**config.mk**
```make
export PLATFORM = sky130hd
export DESIGN_NAME = load_cell_average_tare_scale_unit_flat
export DESIGN_NICKNAME = d
export VERILOG_FILES = /design/src/rtl/core/lcats_pkg.sv /design/src/rtl/core/lcats_if.sv /design/src/rtl/core/lcats_divider.sv /design/src/rtl/core/lcats_scaler.sv /design/src/rtl/core/load_cell_average_tare_scale_unit.sv /design/src/flat_wrapper.sv
export VERILOG_INCLUDE_DIRS = /design/src /design/src/rtl/core
export SDC_FILE = /design/constraint.sdc
export NUM_CORES = 1
export LEC_CHECK = 0
export BUFFER_PORTS_ARGS = -buffer_cell sky130_fd_sc_hd__buf_2
export CORE_ASPECT_RATIO = 1.5
export CORE_MARGIN = 2
export CORE_UTILIZATION = 60
export DETAILED_ROUTE_END_ITERATION = 6
export HOLD_SLACK_MARGIN = 0.08
export PLACE_DENSITY = 0.83
export SLEW_MARGIN = 20
export SYNTH_ARGS = -nofsm -noshare
export SYNTH_HDL_FRONTEND = slang
export SYNTH_SLANG_ARGS = --single-unit
```
**constraint.sdc**
```tcl
create_clock -name clock -period 7.4 [get_ports clock]
set_input_delay 0.37 -clock clock [delete_from_list [all_inputs] [get_ports clock]]
set_output_delay 0.37 -clock clock [all_outputs]
set_load 0.1 [all_outputs]
```
**src/rtl/core/load_cell_average_tare_scale_unit_defines.svh**
```systemverilog
// Assertion macros shared by the load-cell average, tare and scale RTL.
`ifndef LOAD_CELL_AVERAGE_TARE_SCALE_UNIT_DEFINES_SVH
`define LOAD_CELL_AVERAGE_TARE_SCALE_UNIT_DEFINES_SVH

`ifndef NO_ASSERTIONS
// Same-cycle property, disabled while reset is high.
`define LCATS_ASSERT(lbl, clk, rst, prop, msg) \
   lbl: assert property (@(posedge clk) disable iff (rst) prop) else $error(msg);
// Next-cycle implication, disabled while reset is high.
`define LCATS_ASSERT_NEXT(lbl, clk, rst, ante, cons, msg) \
   lbl: assert property (@(posedge clk) disable iff (rst) (ante) |=> (cons)) else $error(msg);
`else
`define LCATS_ASSERT(lbl, clk, rst, prop, msg)
`define LCATS_ASSERT_NEXT(lbl, clk, rst, ante, cons, msg)
`endif

`endif

```
**src/rtl/core/lcats_pkg.sv**
```systemverilog
// Shared types and constants of the load-cell average, tare and scale unit.
package lcats_pkg;

   localparam int WEIGHT_BITS           = 40;
   localparam int SCALE_BITS            = 32;
   localparam int CSR_DATA_BITS         = 32;
   localparam int CSR_INDEX_BITS        = 2;
   localparam int SAMPLE_COUNT_REG_BITS = 16;

   localparam logic [WEIGHT_BITS-1:0] WEIGHT_POS_MAX = {1'b0, {(WEIGHT_BITS-1){1'b1}}};
   localparam logic [WEIGHT_BITS-1:0] WEIGHT_NEG_MIN = {1'b1, {(WEIGHT_BITS-1){1'b0}}};

   localparam logic [SCALE_BITS-1:0] SCALE_RECIP_RESET = SCALE_BITS'(65536);

   typedef enum logic [CSR_INDEX_BITS-1:0] {
      CSR_SAMPLE_COUNT = 2'd0,
      CSR_SCALE_RECIP  = 2'd1,
      CSR_TARE_MODE    = 2'd2
   } csr_index_type;

   typedef enum logic [1:0] {
      ST_ACCUM,
      ST_DIVIDE,
      ST_SCALE,
      ST_HOLD
   } state_type;

endpackage

```
**src/rtl/core/lcats_if.sv**
```systemverilog
// Valid/ready channel interfaces for samples, results and register writes.
interface lcats_req_if #(parameter int SAMPLE_BITS = 24);
   logic                   valid;
   logic                   ready;
   logic [SAMPLE_BITS-1:0] raw_word;

   modport source (output valid, output raw_word, input ready);
   modport sink   (input valid, input raw_word, output ready);
endinterface

interface lcats_rsp_if #(parameter int SAMPLE_BITS = 24);
   import lcats_pkg::*;
   logic                          valid;
   logic                          ready;
   logic signed [WEIGHT_BITS-1:0] weight_q16;
   logic        [SAMPLE_BITS-1:0] average_code;
   logic                          tared;

   modport source (output valid, output weight_q16, output average_code, output tared,
                   input ready);
   modport sink   (input valid, input weight_q16, input average_code, input tared,
                   output ready);
endinterface

interface lcats_csr_if;
   import lcats_pkg::*;
   logic                      valid;
   logic                      ready;
   logic [CSR_INDEX_BITS-1:0] index;
   logic [CSR_DATA_BITS-1:0]  data;

   modport source (output valid, output index, output data, input ready);
   modport sink   (input valid, input index, input data, output ready);
endinterface

```
**src/rtl/core/lcats_divider.sv**
```systemverilog
// Bit-serial restoring divider: one quotient bit per cycle.
module lcats_divider #(
   parameter int DIVIDEND_BITS = 40,
   parameter int DIVISOR_BITS  = 16
) (
   input  logic                     clock,
   input  logic                     reset,
   input  logic                     start,
   input  logic [DIVIDEND_BITS-1:0] dividend,
   input  logic [DIVISOR_BITS-1:0]  divisor,
   output logic                     done,
   output logic [DIVIDEND_BITS-1:0] quotient
);
   localparam int CNT_BITS = $clog2(DIVIDEND_BITS + 1);

   logic                     busy_ff, busy_in;
   logic                     done_ff, done_in;
   logic [CNT_BITS-1:0]      cnt_ff, cnt_in;
   logic [DIVIDEND_BITS-1:0] quo_ff, quo_in;
   logic [DIVISOR_BITS-1:0]  rem_ff, rem_in;
   logic [DIVISOR_BITS-1:0]  den_ff, den_in;
   logic [DIVISOR_BITS:0]    trial;
   logic [DIVISOR_BITS:0]    diff;

   // The dividend shifts out of the top of quo_ff while quotient bits enter at the bottom.
   assign trial = {rem_ff, quo_ff[DIVIDEND_BITS-1]};
   assign diff  = trial - {1'b0, den_ff};

   always_comb begin
      busy_in = busy_ff;
      done_in = 1'b0;
      cnt_in  = cnt_ff;
      quo_in  = quo_ff;
      rem_in  = rem_ff;
      den_in  = den_ff;
      if (start) begin
         busy_in = 1'b1;
         cnt_in  = CNT_BITS'(DIVIDEND_BITS);
         quo_in  = dividend;
         rem_in  = '0;
         den_in  = divisor;
      end else if (busy_ff) begin
         if (!diff[DIVISOR_BITS]) begin
            rem_in = diff[DIVISOR_BITS-1:0];
            quo_in = {quo_ff[DIVIDEND_BITS-2:0], 1'b1};
         end else begin
            rem_in = trial[DIVISOR_BITS-1:0];
            quo_in = {quo_ff[DIVIDEND_BITS-2:0], 1'b0};
         end
         cnt_in = cnt_ff - 1'b1;
         if (cnt_ff == CNT_BITS'(1)) begin
            busy_in = 1'b0;
            done_in = 1'b1;
         end
      end
   end

   always_ff @(posedge clock) begin
      if (reset) begin
         busy_ff <= 1'b0;
         done_ff <= 1'b0;
         cnt_ff  <= '0;
      end else begin
         busy_ff <= busy_in;
         done_ff <= done_in;
         cnt_ff  <= cnt_in;
      end
      quo_ff <= quo_in;
      rem_ff <= rem_in;
      den_ff <= den_in;
   end

   assign done     = done_ff;
   assign quotient = quo_ff;

endmodule

```
**src/rtl/core/lcats_scaler.sv**
```systemverilog
// Bit-serial shift-add multiplier that scales the tare difference, with saturation.
module lcats_scaler
   import lcats_pkg::*;
#(
   parameter int SAMPLE_BITS = 24
) (
   input  logic                          clock,
   input  logic                          reset,
   input  logic                          start,
   input  logic        [SAMPLE_BITS-1:0] average,
   input  logic        [SAMPLE_BITS-1:0] offset,
   input  logic signed [SCALE_BITS-1:0]  scale,
   output logic                          done,
   output logic signed [WEIGHT_BITS-1:0] weight
);
   localparam int PROD_BITS = SAMPLE_BITS + SCALE_BITS;
   localparam int EXT_BITS  = (PROD_BITS > WEIGHT_BITS + 1) ? PROD_BITS : WEIGHT_BITS + 1;
   localparam int CNT_BITS  = $clog2(SCALE_BITS + 1);

   logic                   busy_ff, busy_in;
   logic                   sat_ff, sat_in;
   logic                   done_ff, done_in;
   logic                   neg_ff, neg_in;
   logic [CNT_BITS-1:0]    cnt_ff, cnt_in;
   logic [SAMPLE_BITS-1:0] dmag_ff, dmag_in;
   logic [PROD_BITS-1:0]   prod_ff, prod_in;
   logic [WEIGHT_BITS-1:0] weight_ff, weight_in;

   logic                   dneg;
   logic [SAMPLE_BITS-1:0] dmag;
   logic [SCALE_BITS-1:0]  scale_u;
   logic [SCALE_BITS-1:0]  smag;
   logic [SAMPLE_BITS:0]   partial;
   logic [EXT_BITS-1:0]    prod_ext;
   logic                   over_pos;
   logic                   over_neg;
   logic [WEIGHT_BITS-1:0] mag;

   assign dneg    = average < offset;
   assign dmag    = dneg ? (offset - average) : (average - offset);
   assign scale_u = scale;
   assign smag    = scale_u[SCALE_BITS-1] ? (~scale_u + 1'b1) : scale_u;

   // One multiplier bit per cycle: add the difference into the upper half, then shift right.
   assign partial = prod_ff[0]
                  ? ({1'b0, prod_ff[PROD_BITS-1:SCALE_BITS]} + {1'b0, dmag_ff})
                  : {1'b0, prod_ff[PROD_BITS-1:SCALE_BITS]};

   assign prod_ext = EXT_BITS'(prod_ff);
   assign over_pos = |prod_ext[EXT_BITS-1:WEIGHT_BITS-1];
   assign over_neg = (|prod_ext[EXT_BITS-1:WEIGHT_BITS])
                   || (prod_ext[WEIGHT_BITS-1] && (|prod_ext[WEIGHT_BITS-2:0]));
   assign mag      = prod_ext[WEIGHT_BITS-1:0];

   always_comb begin
      busy_in   = busy_ff;
      sat_in    = 1'b0;
      done_in   = 1'b0;
      neg_in    = neg_ff;
      cnt_in    = cnt_ff;
      dmag_in   = dmag_ff;
      prod_in   = prod_ff;
      weight_in = weight_ff;
      if (start) begin
         busy_in = 1'b1;
         neg_in  = dneg ^ scale_u[SCALE_BITS-1];
         cnt_in  = CNT_BITS'(SCALE_BITS);
         dmag_in = dmag;
         prod_in = {{SAMPLE_BITS{1'b0}}, smag};
      end else if (busy_ff) begin
         prod_in = {partial, prod_ff[SCALE_BITS-1:1]};
         cnt_in  = cnt_ff - 1'b1;
         if (cnt_ff == CNT_BITS'(1)) begin
            busy_in = 1'b0;
            sat_in  = 1'b1;
         end
      end else if (sat_ff) begin
         done_in = 1'b1;
         if (neg_ff) begin
            weight_in = over_neg ? WEIGHT_NEG_MIN : (~mag + 1'b1);
         end else begin
            weight_in = over_pos ? WEIGHT_POS_MAX : mag;
         end
      end
   end

   always_ff @(posedge clock) begin
      if (reset) begin
         busy_ff <= 1'b0;
         sat_ff  <= 1'b0;
         done_ff <= 1'b0;
         cnt_ff  <= '0;
      end else begin
         busy_ff <= busy_in;
         sat_ff  <= sat_in;
         done_ff <= done_in;
         cnt_ff  <= cnt_in;
      end
      neg_ff    <= neg_in;
      dmag_ff   <= dmag_in;
      prod_ff   <= prod_in;
      weight_ff <= weight_in;
   end

   assign done   = done_ff;
   assign weight = weight_ff;

endmodule

```
**src/rtl/core/load_cell_average_tare_scale_unit.sv**
```systemverilog
// Top level of the load-cell average, tare and scale unit.
//
// Usage: raw converter words arrive as beats on req_ch. The top bit of each word is
// flipped to an offset-binary code, and a code of zero (converter timeout) is
// dropped. Accepted codes are summed until sample_count of them have been seen
// (a count of zero acts as one); the sum is then divided by sample_count.
// In tare mode the average becomes the stored offset and the result beat on
// rsp_ch carries tared = 1 and a zero weight. In weigh mode the beat carries
// (average - offset) * scale_recip in Q16.16, saturated to 40 bits.
// Registers are written on csr_ch, which is always ready; write them only
// while no run is being computed.
// Throughput: a sample that does not end a run takes one cycle. A sample that
// ends a run starts a bit-serial divide, then in weigh mode a bit-serial
// multiply and a saturation step; the result beat is then loaded into the
// output register and shown on rsp_ch.
// req_ch is held off while a run is being divided or scaled, and while the
// finished result waits to enter the output register.
// A result waiting in the output register does not stop new samples; only a
// finished computation waits for the output register to drain when rsp_ch stalls.
// Reset clears the run sum, the count, the tare offset and the registers
// to their defaults (count 1, scale 1.0, weigh mode).
`include "load_cell_average_tare_scale_unit_defines.svh"

module load_cell_average_tare_scale_unit #(
   parameter int SAMPLE_BITS = 24,
   parameter int COUNT_BITS  = 16
) (
   input  logic        clock,
   input  logic        reset,
   lcats_req_if.sink   req_ch,
   lcats_rsp_if.source rsp_ch,
   lcats_csr_if.sink   csr_ch
);
   import lcats_pkg::*;

   localparam int SUM_BITS = SAMPLE_BITS + COUNT_BITS;
   localparam logic [SAMPLE_BITS-1:0] SIGN_FLIP = {1'b1, {(SAMPLE_BITS-1){1'b0}}};

   // Configuration registers.
   logic [COUNT_BITS-1:0]        sample_count_ff, sample_count_in;
   logic signed [SCALE_BITS-1:0] scale_ff, scale_in;
   logic                         tare_mode_ff, tare_mode_in;

   // Run state.
   state_type              state_ff, state_in;
   logic [SUM_BITS-1:0]    sum_ff, sum_in;
   logic [COUNT_BITS-1:0]  count_ff, count_in;
   logic [SAMPLE_BITS-1:0] tare_ff, tare_in;

   // Output register.
   logic                          rsp_valid_ff, rsp_valid_in;
   logic signed [WEIGHT_BITS-1:0] weight_ff, weight_in;
   logic [SAMPLE_BITS-1:0]        avg_ff, avg_in;
   logic                          tared_ff, tared_in;

   logic [SAMPLE_BITS-1:0] code;
   logic                   take;
   logic [COUNT_BITS-1:0]  count_next;
   logic [COUNT_BITS-1:0]  divisor;
   logic                   complete;
   logic [SUM_BITS-1:0]    sum_next;
   logic                   csr_write;

   logic                          req_ready;
   logic                          div_start;
   logic                          mul_start;
   logic                          load_rsp;
   logic                          div_done;
   logic [SUM_BITS-1:0]           quotient;
   logic [SAMPLE_BITS-1:0]        average;
   logic                          mul_done;
   logic signed [WEIGHT_BITS-1:0] mul_weight;

   assign code       = req_ch.raw_word ^ SIGN_FLIP;
   assign take       = req_ch.valid && req_ready && (code != '0);
   assign count_next = count_ff + 1'b1;
   assign divisor    = (sample_count_ff == '0) ? COUNT_BITS'(1) : sample_count_ff;
   // A run ends once the count reaches the divisor; a lowered count ends it at once.
   assign complete   = !((count_next < divisor) && (count_next != '0));
   assign sum_next   = sum_ff + SUM_BITS'(code);
   assign average    = quotient[SAMPLE_BITS-1:0];
   assign csr_write  = csr_ch.valid && csr_ch.ready;

   lcats_divider #(
      .DIVIDEND_BITS (SUM_BITS),
      .DIVISOR_BITS  (COUNT_BITS)
   ) u_divider (
      .clock    (clock),
      .reset    (reset),
      .start    (div_start),
      .dividend (sum_next),
      .divisor  (divisor),
      .done     (div_done),
      .quotient (quotient)
   );

   lcats_scaler #(
      .SAMPLE_BITS (SAMPLE_BITS)
   ) u_scaler (
      .clock   (clock),
      .reset   (reset),
      .start   (mul_start),
      .average (average),
      .offset  (tare_ff),
      .scale   (scale_ff),
      .done    (mul_done),
      .weight  (mul_weight)
   );

   // Next state.
   always_comb begin
      state_in = state_ff;
      unique case (state_ff)
         ST_ACCUM: begin
            if (take && complete) begin
               state_in = ST_DIVIDE;
            end
         end
         ST_DIVIDE: begin
            if (div_done) begin
               state_in = tare_mode_ff ? ST_HOLD : ST_SCALE;
            end
         end
         ST_SCALE: begin
            if (mul_done) begin
               state_in = ST_HOLD;
            end
         end
         ST_HOLD: begin
            if (!rsp_valid_ff || rsp_ch.ready) begin
               state_in = ST_ACCUM;
            end
         end
         default: state_in = ST_ACCUM;
      endcase
   end

   // State outputs.
   always_comb begin
      req_ready = 1'b0;
      div_start = 1'b0;
      mul_start = 1'b0;
      load_rsp  = 1'b0;
      unique case (state_ff)
         ST_ACCUM: begin
            req_ready = 1'b1;
            div_start = take && complete;
         end
         ST_DIVIDE: mul_start = div_done && !tare_mode_ff;
         ST_SCALE:  mul_start = 1'b0;
         ST_HOLD:   load_rsp  = !rsp_valid_ff || rsp_ch.ready;
         default:   req_ready = 1'b0;
      endcase
   end

   // Accumulator, tare offset and output register.
   always_comb begin
      sum_in       = sum_ff;
      count_in     = count_ff;
      tare_in      = tare_ff;
      weight_in    = weight_ff;
      avg_in       = avg_ff;
      tared_in     = tared_ff;
      rsp_valid_in = rsp_valid_ff && !rsp_ch.ready;
      if (take) begin
         if (complete) begin
            sum_in   = '0;
            count_in = '0;
         end else begin
            sum_in   = sum_next;
            count_in = count_next;
         end
      end
      if (load_rsp) begin
         rsp_valid_in = 1'b1;
         avg_in       = average;
         tared_in     = tare_mode_ff;
         weight_in    = tare_mode_ff ? '0 : mul_weight;
         if (tare_mode_ff) begin
            tare_in = average;
         end
      end
   end

   // Register writes; an index past the register list is ignored.
   always_comb begin
      sample_count_in = sample_count_ff;
      scale_in        = scale_ff;
      tare_mode_in    = tare_mode_ff;
      if (csr_write) begin
         unique case (csr_ch.index)
            CSR_SAMPLE_COUNT: sample_count_in =
               COUNT_BITS'(csr_ch.data[SAMPLE_COUNT_REG_BITS-1:0]);
            CSR_SCALE_RECIP:  scale_in        = csr_ch.data[SCALE_BITS-1:0];
            CSR_TARE_MODE:    tare_mode_in    = csr_ch.data[0];
            default:          tare_mode_in    = tare_mode_ff;
         endcase
      end
   end

   always_ff @(posedge clock) begin
      if (reset) begin
         state_ff        <= ST_ACCUM;
         sum_ff          <= '0;
         count_ff        <= '0;
         tare_ff         <= '0;
         rsp_valid_ff    <= 1'b0;
         sample_count_ff <= COUNT_BITS'(1);
         scale_ff        <= SCALE_RECIP_RESET;
         tare_mode_ff    <= 1'b0;
      end else begin
         state_ff        <= state_in;
         sum_ff          <= sum_in;
         count_ff        <= count_in;
         tare_ff         <= tare_in;
         rsp_valid_ff    <= rsp_valid_in;
         sample_count_ff <= sample_count_in;
         scale_ff        <= scale_in;
         tare_mode_ff    <= tare_mode_in;
      end
      weight_ff <= weight_in;
      avg_ff    <= avg_in;
      tared_ff  <= tared_in;
   end

   assign req_ch.ready        = req_ready;
   assign csr_ch.ready        = 1'b1;
   assign rsp_ch.valid        = rsp_valid_ff;
   assign rsp_ch.weight_q16   = weight_ff;
   assign rsp_ch.average_code = avg_ff;
   assign rsp_ch.tared        = tared_ff;

   // The run sum is cleared when a run ends and stays clear until sampling resumes.
   `LCATS_ASSERT(a_sum_clear_while_busy, clock, reset, (state_ff != ST_ACCUM) |-> (sum_ff == '0), "run sum not clear while busy")
   // Ending a run clears the count and moves to the divide.
   `LCATS_ASSERT_NEXT(a_run_end_clears, clock, reset, div_start, (count_ff == '0) && (state_ff == ST_DIVIDE), "run end did not clear count")
   // Loading the output register raises valid and returns to sampling.
   `LCATS_ASSERT_NEXT(a_load_shows_result, clock, reset, load_rsp, rsp_valid_ff && (state_ff == ST_ACCUM), "result load did not show a beat")

endmodule
```
**src/flat_wrapper.sv**
```systemverilog
// flat-port wrapper written by rule: the top's interface ports become plain ports
module load_cell_average_tare_scale_unit_flat import lcats_pkg::*;
#(
   parameter int SAMPLE_BITS = 24,
   parameter int COUNT_BITS  = 16
)
  (clock, reset, req_ch_valid, req_ch_raw_word, req_ch_ready, rsp_ch_valid, rsp_ch_weight_q16, rsp_ch_average_code, rsp_ch_tared, rsp_ch_ready, csr_ch_valid, csr_ch_index, csr_ch_data, csr_ch_ready);
  lcats_req_if #(.SAMPLE_BITS(SAMPLE_BITS)) req_ch_i ();
  lcats_rsp_if #(.SAMPLE_BITS(SAMPLE_BITS)) rsp_ch_i ();
  lcats_csr_if csr_ch_i ();
  input  logic clock;
  input  logic reset;
  input wire logic [$bits(req_ch_i.valid)-1:0] req_ch_valid;
  input wire logic [$bits(req_ch_i.raw_word)-1:0] req_ch_raw_word;
  output wire logic [$bits(req_ch_i.ready)-1:0] req_ch_ready;
  output wire logic [$bits(rsp_ch_i.valid)-1:0] rsp_ch_valid;
  output wire logic [$bits(rsp_ch_i.weight_q16)-1:0] rsp_ch_weight_q16;
  output wire logic [$bits(rsp_ch_i.average_code)-1:0] rsp_ch_average_code;
  output wire logic [$bits(rsp_ch_i.tared)-1:0] rsp_ch_tared;
  input wire logic [$bits(rsp_ch_i.ready)-1:0] rsp_ch_ready;
  input wire logic [$bits(csr_ch_i.valid)-1:0] csr_ch_valid;
  input wire logic [$bits(csr_ch_i.index)-1:0] csr_ch_index;
  input wire logic [$bits(csr_ch_i.data)-1:0] csr_ch_data;
  output wire logic [$bits(csr_ch_i.ready)-1:0] csr_ch_ready;
  assign req_ch_i.valid = req_ch_valid;
  assign req_ch_i.raw_word = req_ch_raw_word;
  assign req_ch_ready = req_ch_i.ready;
  assign rsp_ch_valid = rsp_ch_i.valid;
  assign rsp_ch_weight_q16 = rsp_ch_i.weight_q16;
  assign rsp_ch_average_code = rsp_ch_i.average_code;
  assign rsp_ch_tared = rsp_ch_i.tared;
  assign rsp_ch_i.ready = rsp_ch_ready;
  assign csr_ch_i.valid = csr_ch_valid;
  assign csr_ch_i.index = csr_ch_index;
  assign csr_ch_i.data = csr_ch_data;
  assign csr_ch_ready = csr_ch_i.ready;
  load_cell_average_tare_scale_unit #(.SAMPLE_BITS(SAMPLE_BITS), .COUNT_BITS(COUNT_BITS)) u_core (.clock(clock), .reset(reset), .req_ch(req_ch_i), .rsp_ch(rsp_ch_i), .csr_ch(csr_ch_i));
endmodule
```
* After elaboration in Yosys (flattened, before gate mapping)
Cells that the tools add are included.
Operators by class: $add $sub $neg 10, magnitude comparators 2, eq/ne operators 11, muxes and demuxes 39, bitwise operators 7, reduce and logical (&&, ||, !) cells 34
Operator list (number):
- 2-to-1 mux 40 bit | 6
- 2-to-1 mux 32 bit | 3
- 2-to-1 mux 16 bit | 3
- subtractor 24 bit | 2
- adder 40 x 1 -> 40 bit (second input constant) | 1
- adder 40 x 24 -> 40 bit | 1
- NOT 40 bit | 1
- OR reduction 39 bit | 1
- adder 32 x 1 -> 32 bit (second input constant) | 1
- NOT 32 bit | 1
- adder 24 x 24 -> 25 bit | 1
- 2-to-1 mux 25 bit | 1
- less-than comparator 24 bit | 1
- 2-to-1 mux 24 bit | 1
- 2-to-1 mux 6 bit | 4
- nonzero test 24 bit | 1
- OR reduction 17 bit | 1
- subtractor 17 x 16 -> 17 bit | 1
- adder 16 x 1 -> 16 bit (second input constant) | 1
- logical NOT 16 bit | 1
- less-than comparator 16 bit | 1
- 2-to-1 mux 1 bit | 16
- nonzero test 16 bit | 1
- OR reduction 16 bit | 1
- other kinds (20) | 51
Word-level totals: register bits after elaboration 407, output and inout bits 68

* Logic depth before layout (Yosys ltp)
depth after elaboration 8, mapped depth 19

* By module
From an unflattened synthesis, not the netlist that was laid out.
Second synthesis, totals: cells, all modules 2664, area, all modules 24444.7 µm²
Modules (own cells, without submodules):
- lcats_scaler | instances 1, cells an instance 1240, area an instance 10490.1 µm²
- load_cell_average_tare_scale_unit | instances 1, cells an instance 1078, area an instance 9826.9 µm²
- lcats_divider | instances 1, cells an instance 346, area an instance 4127.7 µm²

* Worst setup path after synthesis
No wires, ideal clock.
kind register to register, start point register u_core.count_ff[0], end point register u_core.u_divider.quo_ff[0], in the netlist u_core.u_divider.quotient[0] (enable), arrival time 3701 ps, required time 6865 ps, setup slack 3164 ps, stages on the path, launching flop included 17, clock period less this slack 4236 ps, cells stage by stage dfxtp_1 -> ha_1 -> buf_2 -> and4_1 -> clkbuf_1 -> nand4_1 -> xor2_1 -> inv_1 -> ha_1 -> and4_1 -> nand2_1 -> o21ai_0 -> a21oi_1 -> nand3_1 -> o21ai_1 -> buf_2 -> nand2b_1
On the way: cells in the longest elaborated chain, start to end 7, elaborated cells on any way between the ends 8, classes of those cells add/sub: 1; order compare: 1; mux: 1; reduce/logical: 5
Ends and longest elaborated chain:
- from (decl) | line load_cell_average_tare_scale_unit.sv:47 | logic [COUNT_BITS-1:0] count_ff, count_in;
- from (signal assigned) | line load_cell_average_tare_scale_unit.sv:214 | count_ff <= count_in;
- adder 16 x 1 -> 16 bit (*) | line load_cell_average_tare_scale_unit.sv:76 | assign count_next = count_ff + 1'b1;
- less-than comparator 16 bit / nonzero test 16 bit (equally long branches) | line load_cell_average_tare_scale_unit.sv:79 | assign complete = !((count_next < divisor) && (count_next != '0));
- logical AND 1 bit (*) | line load_cell_average_tare_scale_unit.sv:79
- logical NOT 1 bit (*) | line load_cell_average_tare_scale_unit.sv:79
- logical AND 1 bit (*) | line load_cell_average_tare_scale_unit.sv:147 | div_start = take && complete;
- 2-to-1 mux 1 bit (*) | line load_cell_average_tare_scale_unit.sv:144 | unique case (state_ff)
- nonzero test 2 bit (no source line) (*)
- to (signal assigned) | line lcats_divider.sv:68 | quo_ff <= quo_in;
- to (decl) | line lcats_divider.sv:19 | logic [DIVIDEND_BITS-1:0] quo_ff, quo_in;
Mark *: on every way between the ends. The rest lies on a longest branch, timed or not. A chain may end at the register's enable or synchronous reset.

* Final worst setup path
start point register u_core.count_ff[5], end point register u_core.u_divider.quo_ff[10], in the netlist u_core.u_divider.quotient[10] (enable)
The elaborated chain is that of the path after synthesis.

==> impl_metrics.yaml <==
run_status:
  status: "complete, no violations"
timing:
  setup_tns_ps: 0
  fin_hold_ws_ps: 99.8
  worstMarginPinSlew_ps: 1130
  relSlewSlack_pct: 24.3
  hold_viol: 0
  fin_ws_ps: 2530
  fin_crit_sh_pct: 65.8
  post-route-min-period_ps: 4870
  rsz0062_at_grt: "false"
  max_freq_mhz: 205
  setup_viol: 0
  drv_slew: 0
  finClkSkew_ps: 25.0
clocking:
  path_clk_slew_ps: 70
  htree_levels: 2
  post_cts_resized: 0
  clk_path_buf_depth: 3
  clock-sinks: 407
  cts-root-buf: "clkbuf_16"
  cts_buffers: 39
  cts_tree: "done"
  clock_latency_ps: 550
drt:
  viasPerCell: 6.09
  routedWlPerCell_um: 17.6
  drtAntennaViolNets: 0
  drt_wl_total_um: 56900
  drtIter0Drc: 1196
  drt_pass1_iterations: 7
  vias: 19700
  route.detailed.drc: 0
cells_and_area:
  final_cell_area_sq_um: 26000
  drive_gt1_share_pct: 9.42
  syn2layout_area_growth_pct: 9.38
  nFillCells: 3130
  fin_nets: 2904
  insertedDiodeCount: 0
setup_path:
  endpoint: "u_core.u_divider.quotient[10]"
  crit_fanout: 80
  crit_path_start: "u_core.count_ff[5]"
  r2r_slack_ps: 2530
  critical_path_class: "flip-flop to flip-flop"
  cp-start-kind: "flip-flop"
  reg2reg_depth: 13
  rr_endpoint: "u_core.u_divider.quotient[10]"
  crit_path_end_kind: "flip-flop"
  cp_data_required_time_ps: 7470
  rr_startpoint: "u_core.count_ff[5]"
  arrival_ps: 4950
logic_synthesis:
  synthCells: 2652
  async_reset_ff_share_pct: 0
  synth_cell_type_count: 90
  syn_nets: 2858
  synth_top_cells_by_count: "376 x nand2_1, 260 x a21oi_1, 218 x edfxtp_1"
  netlist_top_cells_area: "edfxtp_1 28%, dfxtp_1 16%, ha_1 7.3%"
  synth_most_common_cell: "nand2_1"
  synth_area_sq_um: 23800
  synth.top_cell.area_share_pct: 27.5
  synth_top_cell_by_area: "edfxtp_1"
  synth_ff_type: "edfxtp_1"
  seq_area_frac_synth_pct: 43.4
  synth-edff-count: 218
  syn_area_per_cell_sq_um: 8.97
  ys_ff_latch: 407
  yosys_warnings: 0
placed_design:
  hpwlAfterDp_um: 41000
  port_buffers: 129
  place_ws_ps: 2560
  place_area_sq_um: 24600
  gp_congestion: 0.910
floorplanning:
  die_h_um: 248
  row_count: 89
  initial_core_util_pct: 60.7
  core-area_sq_um: 39200
  io-pin-count: 131
  die_x_um: 167
  die-area_sq_um: 41300
pwr:
  ir_drop_mv: 0.255
  leakagePower_nw: 10.1
  powerDensity_nw_per_um2: 314
  fin_total_pwr_mw: 8.18
global_routing:
  overflow: 0
  grt_pass1_wl_um: 92000
  grt_max_degree: 81
  grt_pass1_vias: 19100
  track_usage_pct: 26.8
  grt_antenna_before_repair: 0
hold_path:
  min_path_type: "input pin to flip-flop"
run:
  drv_cap: 0
[where the power goes]
| group | switching (mW) | internal (mW) |
|---|---|---|
| Clock | 0.896 | 1.14 |
| Sequential | 0.280 | 2.79 |
| Combinational | 1.90 | 1.18 |
| Total | 3.08 | 5.10 |
[timing repair]
action / 4_1_cts / 5_1_grt
hold buffers: 16 / 0
setup buffers: 0 / 0
endpoints found under the hold margin: 19 / 0
[cell usage in the layout (no fill, tap or decap), types with 68 or more instances in the layout]
cell,count
inv_1,138
nor2b_1,68
nand2_1,376
edfxtp_1,218
o21ai_0,178
nor2_1,151
xor2_1,76
dfxtp_1,187
a21oi_1,260
buf_2,128
ha_1,138
[worst max-delay path: stages, from the launching register on]
cell	delay, ps
dfxtp_1	490
nand4_1	290
nor4_4	480
nand2_1	250
xnor2_1	190
ha_1	300
and4_1	220
nand2_1	100
o21ai_0	110
a21oi_1	160
nand3_1	280
o21ai_4	230
buf_4	570
nand2b_2	710
[state kept, by name, summed over array words and instances (netlist names), 2 cells and up]
| register | cells |
|---|---|
| u_core.u_divider.den_ff | 16 |
| u_core.sum_ff | 40 |
| u_core.u_scaler.weight | 40 |
| u_core.u_divider.cnt_ff | 6 |
| u_core.u_scaler.cnt_ff | 6 |
| u_core.u_scaler.prod_ext | 56 |
| u_core.count_ff | 16 |
| u_core.u_scaler.dmag_ff | 24 |
| u_core.rsp_ch.average_code | 24 |
| u_core.rsp_ch.weight_q16 | 40 |
| u_core.state_ff | 2 |
| u_core.sample_count_ff | 16 |
| u_core.u_divider.rem_ff | 16 |
| u_core.scale_ff | 32 |
| u_core.tare_ff | 24 |
| u_core.u_divider.quotient | 40 |
[worst min-delay path by stage]
| stage | start | end | slack, ps | cells past startpoint |
|---|---|---|---|---|
| 2_1_floorplan | u_core.sum_ff[19] | u_core.sum_ff[19] | 430 | 2 |
| 3_3_place_gp | u_core.sum_ff[0] | u_core.sum_ff[0] | 440 | 2 |
| 3_5_place_dp | u_core.sum_ff[0] | u_core.sum_ff[0] | 450 | 2 |
| 4_1_cts | csr_ch_data[2] | u_core.scale_ff[2] | 80 | 3 |
| 5_1_grt | csr_ch_data[21] | u_core.scale_ff[21] | 90 | 3 |
| 6_report | csr_ch_data[25] | u_core.scale_ff[25] | 100 | 3 |
[through the flow]
step / util (%) / std cells
2_1_floorplan: - / 2652
3_3_place_gp: 62.7 / 3140
3_5_place_dp: 62.7 / 3140
4_1_cts: 66.4 / 3226
5_1_grt: 66.4 / 3227
6_report: 66.4 / 3227
[kinds of logic (layout without fill, tap and decap cells)]
family / after synthesis / count (layout) / synth area share (%)
AOI/OAI and AO/OA: 716 / 716 / 18.3
xor gates and xnor gates: 144 / 144 / 5.30
adders and majority gates: 143 / 143 / 7.68
buffers and inverters: 299 / 374 / 4.91
DFF: 407 / 407 / 43.4
muxes: 52 / 52 / 2.19
other: 1 / 1 / 0.0158
and+or+nand+nor: 890 / 890 / 18.1
[final cells by class]
type	count	area (sq um)	share of cell area [%]
tap	500	626	2.40
sequential	407	10300	39.7
multi-input combinational	1946	12300	47.3
timing repair buffer	162	940	3.61
inverter	142	533	2.05
clock buffer	46	1010	3.89
clock inverter	24	263	1.01
[routing by layer]
metal	up-vias	part of all wire (%)	track usage, %
met2	641	52	51.0
met4	0	3.9	11.7
met1	9292	39	30.2
met5	-	0	0
met3	159	5.2	2.79
li1	9562	-	-
Power figures use the tool's default switching activity.
